`src/rtl/core/pbft_pkg.sv`:
```
package pbft_pkg;

  // Default sizes for the frame table.
  localparam int unsigned FRAMES_DEFAULT   = 16;
  localparam int unsigned PIN_BITS_DEFAULT = 16;

  // Request commands.
  localparam logic [0:0] CMD_FETCH = 1'b0;
  localparam logic [0:0] CMD_UNPIN = 1'b1;

  // Response status codes.
  localparam logic [2:0] ST_HIT       = 3'd0;
  localparam logic [2:0] ST_LOADED    = 3'd1;
  localparam logic [2:0] ST_FULL      = 3'd2;
  localparam logic [2:0] ST_UNPINNED  = 3'd3;
  localparam logic [2:0] ST_UNTRACKED = 3'd4;

  // One request item.
  typedef struct packed {
    logic [0:0]  command;
    logic [31:0] page_number;
    logic        mark_dirty;
  } req_t;

  // One response item.
  typedef struct packed {
    logic [2:0]  status;
    logic [3:0]  frame_index;
    logic        disk_read;
    logic [15:0] pin_level;
  } rsp_t;

endpackage

```
`src/rtl/core/page_buffer_frame_table_unit.sv`:
```
// Frame table of a page buffer pool.
// The request channel (req_valid, req_stall, req) carries fetch and unpin
// commands with a page number and a dirty mark. The response channel
// (rsp_valid, rsp_stall, rsp) returns exactly one item per request: status,
// frame index, disk-read request and the pin count after the operation.
// A transfer happens on a rising edge with valid high and stall low.
// Each request is held in an input register, looked up against every frame
// tag in parallel, and the frame entry is updated as the result is written
// into the output register, so a response passes through both registers
// after its transfer, and one request is taken every cycle while req_stall
// is low. The compare-and-update of one frame entry sets that rate.
// Reset clears the valid, pin and dirty bits of all frames and the free frame
// counter; tags need no clearing as they are only read in valid
// frames. When the receiver stalls, the response holds still, the input
// register still drains once into a free output register, and req_stall rises
// only when both registers are full.
module page_buffer_frame_table_unit #(
  parameter int unsigned FRAMES   = pbft_pkg::FRAMES_DEFAULT,
  parameter int unsigned PIN_BITS = pbft_pkg::PIN_BITS_DEFAULT
) (
  input  logic          clk,
  input  logic          rst,
  input  logic          req_valid,
  output logic          req_stall,
  input  pbft_pkg::req_t req,
  output logic          rsp_valid,
  input  logic          rsp_stall,
  output pbft_pkg::rsp_t rsp
);

  localparam int unsigned IDX_W = (FRAMES > 1) ? $clog2(FRAMES) : 1;
  localparam int unsigned CNT_W = $clog2(FRAMES + 1);

  // Pipeline registers.
  logic           req_full;
  pbft_pkg::req_t req_q;
  logic           rsp_full;
  pbft_pkg::rsp_t rsp_q;
  logic           advance;

  // Frame table state.
  logic [31:0]         frame_tag   [FRAMES];
  logic [FRAMES-1:0]   frame_valid;
  logic [PIN_BITS-1:0] frame_pins  [FRAMES];
  logic [FRAMES-1:0]   frame_dirty;
  logic [CNT_W-1:0]    next_free;

  // Lookup and update signals.
  logic                hit;
  logic [IDX_W-1:0]    hit_idx;
  logic                pool_full;
  logic [IDX_W-1:0]    free_idx;
  logic [PIN_BITS-1:0] hit_pins;
  logic [PIN_BITS-1:0] pins_next;
  logic                wr_pins;
  logic                wr_alloc;
  logic                wr_dirty;
  logic [IDX_W-1:0]    wr_idx;
  logic [2:0]          st_next;
  logic [31:0]         idx_wide;
  logic [31:0]         pins_wide;
  pbft_pkg::rsp_t      rsp_next;

  // Handshake: the input register moves on when the output register is free
  // or is being emptied this cycle.
  assign advance   = req_full && (!rsp_full || !rsp_stall);
  assign req_stall = req_full && !advance;
  assign rsp_valid = rsp_full;
  assign rsp       = rsp_q;

  // Parallel tag compare; the lowest matching frame wins.
  always_comb begin
    hit     = 1'b0;
    hit_idx = '0;
    for (int k = FRAMES - 1; k >= 0; k--) begin
      if (frame_valid[k] && (frame_tag[k] == req_q.page_number)) begin
        hit     = 1'b1;
        hit_idx = IDX_W'(k);
      end
    end
  end

  assign pool_full = (next_free == CNT_W'(FRAMES));
  assign free_idx  = next_free[IDX_W-1:0];
  assign hit_pins  = frame_pins[hit_idx];

  // Decide the outcome of the request and the single entry it changes.
  always_comb begin
    wr_pins   = 1'b0;
    wr_alloc  = 1'b0;
    wr_dirty  = 1'b0;
    wr_idx    = hit_idx;
    pins_next = hit_pins;
    st_next   = pbft_pkg::ST_UNTRACKED;
    unique case (req_q.command)
      pbft_pkg::CMD_FETCH: begin
        if (hit) begin
          st_next = pbft_pkg::ST_HIT;
          wr_pins = 1'b1;
          if (hit_pins != {PIN_BITS{1'b1}}) begin
            pins_next = hit_pins + PIN_BITS'(1);
          end
        end else if (pool_full) begin
          st_next = pbft_pkg::ST_FULL;
        end else begin
          st_next   = pbft_pkg::ST_LOADED;
          wr_alloc  = 1'b1;
          wr_idx    = free_idx;
          pins_next = PIN_BITS'(1);
        end
      end
      pbft_pkg::CMD_UNPIN: begin
        if (hit) begin
          st_next  = pbft_pkg::ST_UNPINNED;
          wr_pins  = 1'b1;
          wr_dirty = 1'b1;
          if (hit_pins != '0) begin
            pins_next = hit_pins - PIN_BITS'(1);
          end
        end
      end
      default: begin
        st_next = pbft_pkg::ST_UNTRACKED;
      end
    endcase
  end

  // Build the response; index, pin and disk-read fields are zero for full and untracked outcomes.
  always_comb begin
    idx_wide  = 32'(wr_idx);
    pins_wide = 32'(pins_next);
    rsp_next  = '0;
    rsp_next.status = st_next;
    if (wr_pins || wr_alloc) begin
      rsp_next.frame_index = idx_wide[3:0];
      rsp_next.pin_level   = pins_wide[15:0];
    end
    rsp_next.disk_read = wr_alloc;
  end

  // Input register.
  always_ff @(posedge clk) begin
    if (rst) begin
      req_full <= 1'b0;
    end else if (req_valid && !req_stall) begin
      req_full <= 1'b1;
    end else if (advance) begin
      req_full <= 1'b0;
    end
  end

  always_ff @(posedge clk) begin
    if (req_valid && !req_stall) begin
      req_q <= req;
    end
  end

  // Output register.
  always_ff @(posedge clk) begin
    if (rst) begin
      rsp_full <= 1'b0;
    end else if (advance) begin
      rsp_full <= 1'b1;
    end else if (!rsp_stall) begin
      rsp_full <= 1'b0;
    end
  end

  always_ff @(posedge clk) begin
    if (advance) begin
      rsp_q <= rsp_next;
    end
  end

  // Frame control state, written once per transfer that moves on.
  always_ff @(posedge clk) begin
    if (rst) begin
      frame_valid <= '0;
      frame_dirty <= '0;
      next_free   <= '0;
      for (int k = 0; k < FRAMES; k++) begin
        frame_pins[k] <= '0;
      end
    end else if (advance) begin
      if (wr_alloc) begin
        frame_valid[wr_idx] <= 1'b1;
        frame_dirty[wr_idx] <= 1'b0;
        next_free           <= next_free + CNT_W'(1);
      end
      if (wr_dirty) begin
        frame_dirty[wr_idx] <= frame_dirty[wr_idx] | req_q.mark_dirty;
      end
      if (wr_pins || wr_alloc) begin
        frame_pins[wr_idx] <= pins_next;
      end
    end
  end

  // Tags carry no reset; they are read only in valid frames.
  always_ff @(posedge clk) begin
    if (advance && wr_alloc) begin
      frame_tag[wr_idx] <= req_q.page_number;
    end
  end

  // The free counter never passes the number of frames.
  a_free_bound: assert property (@(posedge clk) disable iff (rst)
    next_free <= CNT_W'(FRAMES))
    else $error("free frame counter beyond pool size");

  // Frames are handed out in order and never returned.
  a_valid_count: assert property (@(posedge clk) disable iff (rst)
    $countones(frame_valid) == 32'(next_free))
    else $error("valid frames disagree with free frame counter");

  // A pool-full response is only given once every frame has been taken.
  a_full_status: assert property (@(posedge clk) disable iff (rst)
    rsp_full && (rsp_q.status == pbft_pkg::ST_FULL) |-> pool_full)
    else $error("pool full reported with frames still free");

  // A new allocation never lands on a frame that is already in use.
  a_alloc_free: assert property (@(posedge clk) disable iff (rst)
    advance && wr_alloc |-> !frame_valid[wr_idx])
    else $error("allocation onto a valid frame");

  // After a transfer moves on, the output register holds an item.
  a_rsp_loaded: assert property (@(posedge clk) disable iff (rst)
    advance |=> rsp_full)
    else $error("response lost after lookup");

endmodule
```
`config.mk`:
```
export PLATFORM = sky130hd
export DESIGN_NAME = page_buffer_frame_table_unit
export DESIGN_NICKNAME = d
export VERILOG_FILES = /design/src/rtl/core/pbft_pkg.sv /design/src/rtl/core/page_buffer_frame_table_unit.sv
export SDC_FILE = /design/constraint.sdc
export NUM_CORES = 2
export LEC_CHECK = 0
export BUFFER_PORTS_ARGS = -buffer_cell sky130_fd_sc_hd__clkbuf_2
export CAP_MARGIN = 40
export CORE_MARGIN = 3
export CORE_UTILIZATION = 56
export CTS_BUF_LIST = sky130_fd_sc_hd__clkbuf_8
export DETAILED_ROUTE_END_ITERATION = 8
export HOLD_SLACK_MARGIN = 0.02
export MAX_ROUTING_LAYER = met4
export PLACE_DENSITY = 0.8
export RECOVER_POWER = 100
export SLEW_MARGIN = 40
export SYNTH_ARGS = -nofsm -noshare
export SYNTH_HDL_FRONTEND = slang
export SYNTH_SLANG_ARGS = --single-unit
export TNS_END_PERCENT = 5
```
`constraint.sdc`:
```
create_clock -name clk -period 9.81 [get_ports clk]
set_clock_uncertainty 0.1 [all_clocks]
set_input_delay 1.4715 -clock clk [delete_from_list [all_inputs] [get_ports clk]]
set_output_delay 1.4715 -clock clk [all_outputs]
set_load 0.01 [all_outputs]
```
* After elaboration in Yosys (flattened, before gate mapping) *
Memory sizes are Yosys's and may differ from the RTL's.
Cells that the tools add are included.

cells by class
  add/subtract/negate cells = 3
  $lt $le $gt $ge = 2
  equal/unequal tests = 19
  multiplexer cells = 66
  bitwise gates (word level) = 2
  reduce and logical (&&, ||, !) cells = 31

operators by type and width
  cell                                                                                  count
  32-bit == test                                                                        16
  16-bit two-way mux                                                                    6
  4-bit two-way mux                                                                     20
  1-bit two-way mux                                                                     34
  16-bit case mux with 2 select lines                                                   1
  1-bit logical AND                                                                     21
  16-bit by 1-bit adder with 16-bit output (second input constant)                      1
  16-bit inequality test (second input constant)                                        1
  16-bit bitwise OR                                                                     1
  16-bit nonzero test                                                                   1
  16-bit OR reduction                                                                   1
  16-bit by 1-bit subtractor with 16-bit output (second input constant)                 1
  3-bit case mux with 2 select lines                                                    1
  5-bit by 1-bit adder with 5-bit output (second input constant)                        1
  5-bit == test (second input constant)                                                 1
  4-bit by 5-bit < comparator with 1-bit output (second input constant)                 1
  1-bit demux with 4-bit select                                                         1
  4-bit by 1-bit greater-or-equal comparator with 1-bit output (second input constant)  1
  1-bit logical NOT                                                                     4
  2-bit two-way mux                                                                     2
  3-bit two-way mux                                                                     1
  1-bit logical OR                                                                      2
  2-bit by 1-bit inequality test with 1-bit output (second input constant)              1
  2-bit AND reduction                                                                   1
  other kinds (2)                                                                       2

word-level totals
  bits in registers = 80
  RAM bits = 768
  output and inout port bits = 26
  word-level logic and storage cells = 135
  memories = 2

memory list
  memory      words  width  read ports  clocked after memory_dff  wr ports  line                                source
  frame_tag   16     32     16          0                         1         page_buffer_frame_table_unit.sv:42  logic [31:0] frame_tag [FRAMES];
  frame_pins  16     16     1           0                         16        page_buffer_frame_table_unit.sv:44  logic [PIN_BITS-1:0] frame_pins [FRAMES];

* Depth between registers and ports, before layout *
An unclocked memory read counts as a cell.

  word-level depth = 28
  mapped depth = 29
  mapped depth without buffers = 20

* Worst setup path after synthesis *
Ideal clock, no wire load.

  path kind = input -> register
  from = in rsp_stall
  to = mem frame_tag[15][0], enable pin
  data arrival time = 5.604 ns
  slack = 3.682 ns
  stages on the path = 6
  path buffers = 1
  cells stage by stage = a21boi_0 and2_1 buf_1 and2_1 nand2_1 nor2_1

between the ends
  longest elaborated chain between the ends = 6

ends and longest elaborated chain
  element                                  line                                 source
  start, declared                          page_buffer_frame_table_unit.sv:27   input logic rsp_stall,
  1-bit logical NOT                        n/a
  1-bit logical OR                         page_buffer_frame_table_unit.sv:66   assign advance = req_full && (!rsp_full || !rsp_stall);
  1-bit logical AND                        page_buffer_frame_table_unit.sv:66
  1-bit logical AND                        page_buffer_frame_table_unit.sv:201  if (advance && wr_alloc) begin
  1-bit two-way mux                        page_buffer_frame_table_unit.sv:201
  1-bit two-way mux (not written as such)  page_buffer_frame_table_unit.sv:202  frame_tag[wr_idx] <= req_q.page_number;
  end, declared                            page_buffer_frame_table_unit.sv:42

No other way between the ends.

==> flow_metrics.py <==
metrics = {
    "outcome": {
        "status": "complete, but fails checks",
        "violations": "capacitance limit, slew limit",
    },
    "power": {
        "power_frac_comb_pct": 6.2,
        "ir_drop_mv": 0.1391,
        "intPower_uw": 5566,
        "switching_share_pct": 24.18,
        "clockPowerShare_pct": 38.3,
        "leakagePower_uw": 0.01506,
        "pwr_density_cell_mw_per_mm2": 162.0,
        "p_total_uw": 7341,
        "p_sw_uw": 1775,
        "pwr-share-seq_pct": 55.5,
    },
    "floorplan": {
        "die_w_um": 279.0,
        "die_area_mm2": 0.07785,
        "die_y_um": 279.0,
        "core_region_area_mm2": 0.07345,
        "rows": 99,
        "start_util_pct": 56.82,
        "num_io_pins": 64,
    },
    "finish": {
        "fin_area_mm2": 0.04532,
        "nNetsFinal": 3440,
        "drive_above_1_share_pct": 11.61,
        "area_growth_pct": 8.567,
        "fillers": 5455,
    },
    "sta": {
        "setup_viol": 0,
        "fin_crit_sh_pct": 91.67,
        "finalSetupTns_ns": 0,
        "hold_viol": 0,
        "maxSlewViolCount": 645,
        "min_period_ns": 8.993,
        "slew_headroom_pct": -84.05,
        "rsz0062_at_grt": "false",
        "tightest_slew_ns": 2.761,
        "timing.fmax_mhz": 111.2,
    },
    "place": {
        "port_buffers": 62,
        "dp_hpwl_um": 76350,
        "gp_congestion": 0.9678,
        "place_area_mm2": 0.04334,
    },
    "critical_path": {
        "worstPathCellList": "clkbuf_1 > xor2_1 > nor4_1 > and4b_1 > or3b_1 > nor2_1 > o311a_2 > buf_4 > mux2i_1 > o21ai_0 > o211ai_1 > or2_0 > nor3_2 > nand4_2 > or3_1 > a31o_2 > a31oi_4 > a21oi_1",
        "critical_path_class": "flip-flop to flip-flop",
        "rrSetupSlack_ns": 0.82,
        "crit_path_start_kind": "flip-flop",
        "path_buf_inv": 2,
        "required_ns": 10.17,
        "cp.arrival_ns": 9.35,
        "timing.rr.end": "frame_pins[3][7]",
        "cp_max_fo": 23,
        "cp_slowest_stage_delay_ns": 1.12,
        "end_kind": "flip-flop",
        "cp_top_family": "simple AND/OR/NAND/NOR gates",
        "ff2ff_path_depth": 18,
        "r2r-start": "req_q[4]",
        "critPathSlowestCell": "clkbuf_1",
    },
    "yosys": {
        "syn-mean-instance-area_um2": 12.82,
        "synthFlopType": "edfxtp_1",
        "syn_inst": 3257,
        "syn_nets": 3300,
        "syn_area_mm2": 0.04174,
        "synthArstFlopShare_pct": 0,
        "ys_seq_elements": 848,
        "yosysUniqueCellTypes": 117,
        "yosys_warnings": 0,
        "yosysSeqAreaShare_pct": 60.46,
        "synth_enable_flop_cells": 825,
    },
    "worst_hold_path": {
        "whs_path_depth": 2,
        "hp-start": "req_full",
        "hold_path_end": "rsp_valid",
        "hold_path.class": "flip-flop to flip-flop",
    },
    "grt": {
        "grt_pass1_vias": 29040,
        "grt.total_usage_pct": 31.16,
        "antenna_found_initial": 4,
        "grt_overflow": 0,
        "grt_pass1_wl_um": 176500,
        "grt_max_degree": 69,
    },
    "clocking": {
        "clock-sinks": 848,
        "clk_pin_slew_ns": 0.06,
        "cts_buffers": 134,
        "cts_resized": 0,
        "tritoncts": "yes",
        "cts_root_buf": "clkbuf_8",
        "cts.path.max_buffers": 3,
        "clock_latency_ns": 0.80,
        "htree_levels": 4,
        "postCtsHoldBufs": 0,
        "post-cts-setup-buffers": 0,
    },
    "drt": {
        "drtPass1Iterations": 8,
        "finalWirelength_um": 119800,
        "vias": 29900,
        "ant_nets": 0,
        "first_iter_violations": 4474,
        "drc": 0,
        "via_per_inst": 6.706,
        "wl_per_cell_um": 26.88,
    },
    "flow_run": {
        "cap_violations": 21,
    },
}
layer usage:
| metal | share of wire, % | GRT usage [%] | vias up |
|---|---|---|---|
| li1 | - | - | 12630 |
| met1 | 37 | 41.10 | 14570 |
| met2 | 45 | 46.04 | 2305 |
| met3 | 14 | 7.918 | 392 |
| met4 | 4.3 | 13.67 | 0 |
| met5 | 0 | - | - |
flip-flops by register name, indices dropped and copies added (netlist names):
name and count:
req_q 33, frame_tag 512, frame_valid 16, frame_pins 256, req_full 1, rsp 24
rsp_valid 1, next_free 5
metrics by stage:
step / utilization (%) / hold slack, ns / worst slack (ns) / instances
final: 61.69 / 0.3931 / 0.8167 / 4458
after floorplan: - / 0.3444 / 3.682 / 3257
after global placement: 58.72 / 0.3566 / 1.708 / 4207
after CTS: 62.35 / 0.3945 / 1.821 / 4451
after global routing: 61.69 / 0.4058 / 0.7272 / 4458
after detailed placement: 59.00 / 0.3793 / 1.877 / 4215
power groups by stage:
stage | combinational (µW) | clock [µW] | sequential (µW)
CTS | 453 | 2820 | 4070
finish | 453 | 2810 | 4070
global route | 477 | 2980 | 4080
global placement | 433 | 0 | 4150
floorplan | 282 | 0 | 4140
detailed placement | 450 | 0 | 4150
worst register-to-register path: stages (launching register included):
cell and delay [ns]:
edfxtp_1 0.90, clkbuf_1 1.13, xor2_1 0.20, nor4_1 0.32, and4b_1 0.36, or3b_1 0.47, nor2_1 0.27, o311a_2 0.74
buf_4 0.44, mux2i_1 0.12, o21ai_0 0.41, o211ai_1 0.31, or2_0 0.40, nor3_2 0.40, nand4_2 0.44, or3_1 0.56
a31o_2 0.30, a31oi_4 0.60, a21oi_1 0.18
synthesized netlist by cell type (all sizes together) (39+ instances only):
master | number | area, µm²
edfxtp | 825 | 24770
nand2b | 43 | 269.0
nand2 | 147 | 559.3
mux2i | 66 | 660.6
nand4 | 103 | 656.9
clkbuf | 55 | 209.0
a21oi | 52 | 290.3
a211oi | 39 | 330.3
nor2 | 334 | 1331
buf | 140 | 970.9
nand3 | 102 | 520.5
nor4 | 168 | 1161
xor2 | 370 | 3241
nor3 | 110 | 571.8
o21ai | 76 | 387.9
xnor2 | 147 | 1295
worst max path at each step:
stage | from | endpoint | cells past startpoint
after floorplan | rsp_stall | frame_tag[15][0] | 6
after global placement | req_q[18] | frame_pins[15][9] | 17
after detailed placement | req_q[19] | frame_pins[11][9] | 17
final | req_q[4] | frame_pins[3][7] | 18
after CTS | req_q[19] | frame_pins[12][9] | 17
after global routing | req_q[3] | frame_pins[14][9] | 17
kinds of logic (layout without fill, tap and decap cells):
logic type	Yosys count	after routing	synth area share, %
other cells	0	2	0
mux	99	99	2.617
xor+xnor	517	517	10.87
compound gates	382	382	7.434
simple gates	1169	1169	15.12
buf+inv	237	477	3.354
fa+ha+maj	5	5	0.1499
flops	848	848	60.46
final cells by class:
type | count | area [µm²] | share of cell area [%]
diodes | 2 | 5.005 | 0.01104
clock inverters | 96 | 534.3 | 1.179
inverters | 32 | 120.1 | 0.2651
flip-flops and latches | 848 | 25230 | 55.68
repair buffers | 209 | 1122 | 2.477
well taps | 959 | 1200 | 2.648
multi-input cells | 2172 | 15170 | 33.48
clock buffers | 140 | 1927 | 4.252
placed cells by master (no fill, tap or decap), drive strengths merged, types with 17 or more instances in the layout:
| cell type | Yosys | final |
|---|---|---|
| inv | 31 | 84 |
| or4 | 28 | 28 |
| a221o | 20 | 20 |
| mux2i | 66 | 66 |
| o21ai | 76 | 76 |
| nor4 | 168 | 168 |
| and4 | 25 | 25 |
| buf | 140 | 61 |
| nor3 | 110 | 110 |
| nor2 | 334 | 334 |
| dfxtp | 23 | 23 |
| and3 | 17 | 17 |
| a21oi | 52 | 52 |
| xnor2 | 147 | 147 |
| a221oi | 17 | 17 |
| nand2 | 147 | 147 |
| edfxtp | 825 | 825 |
| xor2 | 370 | 370 |
| nand4 | 103 | 103 |
| nand3 | 102 | 102 |
| clkinv | 1 | 38 |
| o211a | 35 | 35 |
| o211ai | 23 | 23 |
| nand2b | 43 | 43 |
| clkbuf | 55 | 288 |
| mux2 | 28 | 28 |
| a211oi | 39 | 39 |
Power figures use the tool's default switching activity.
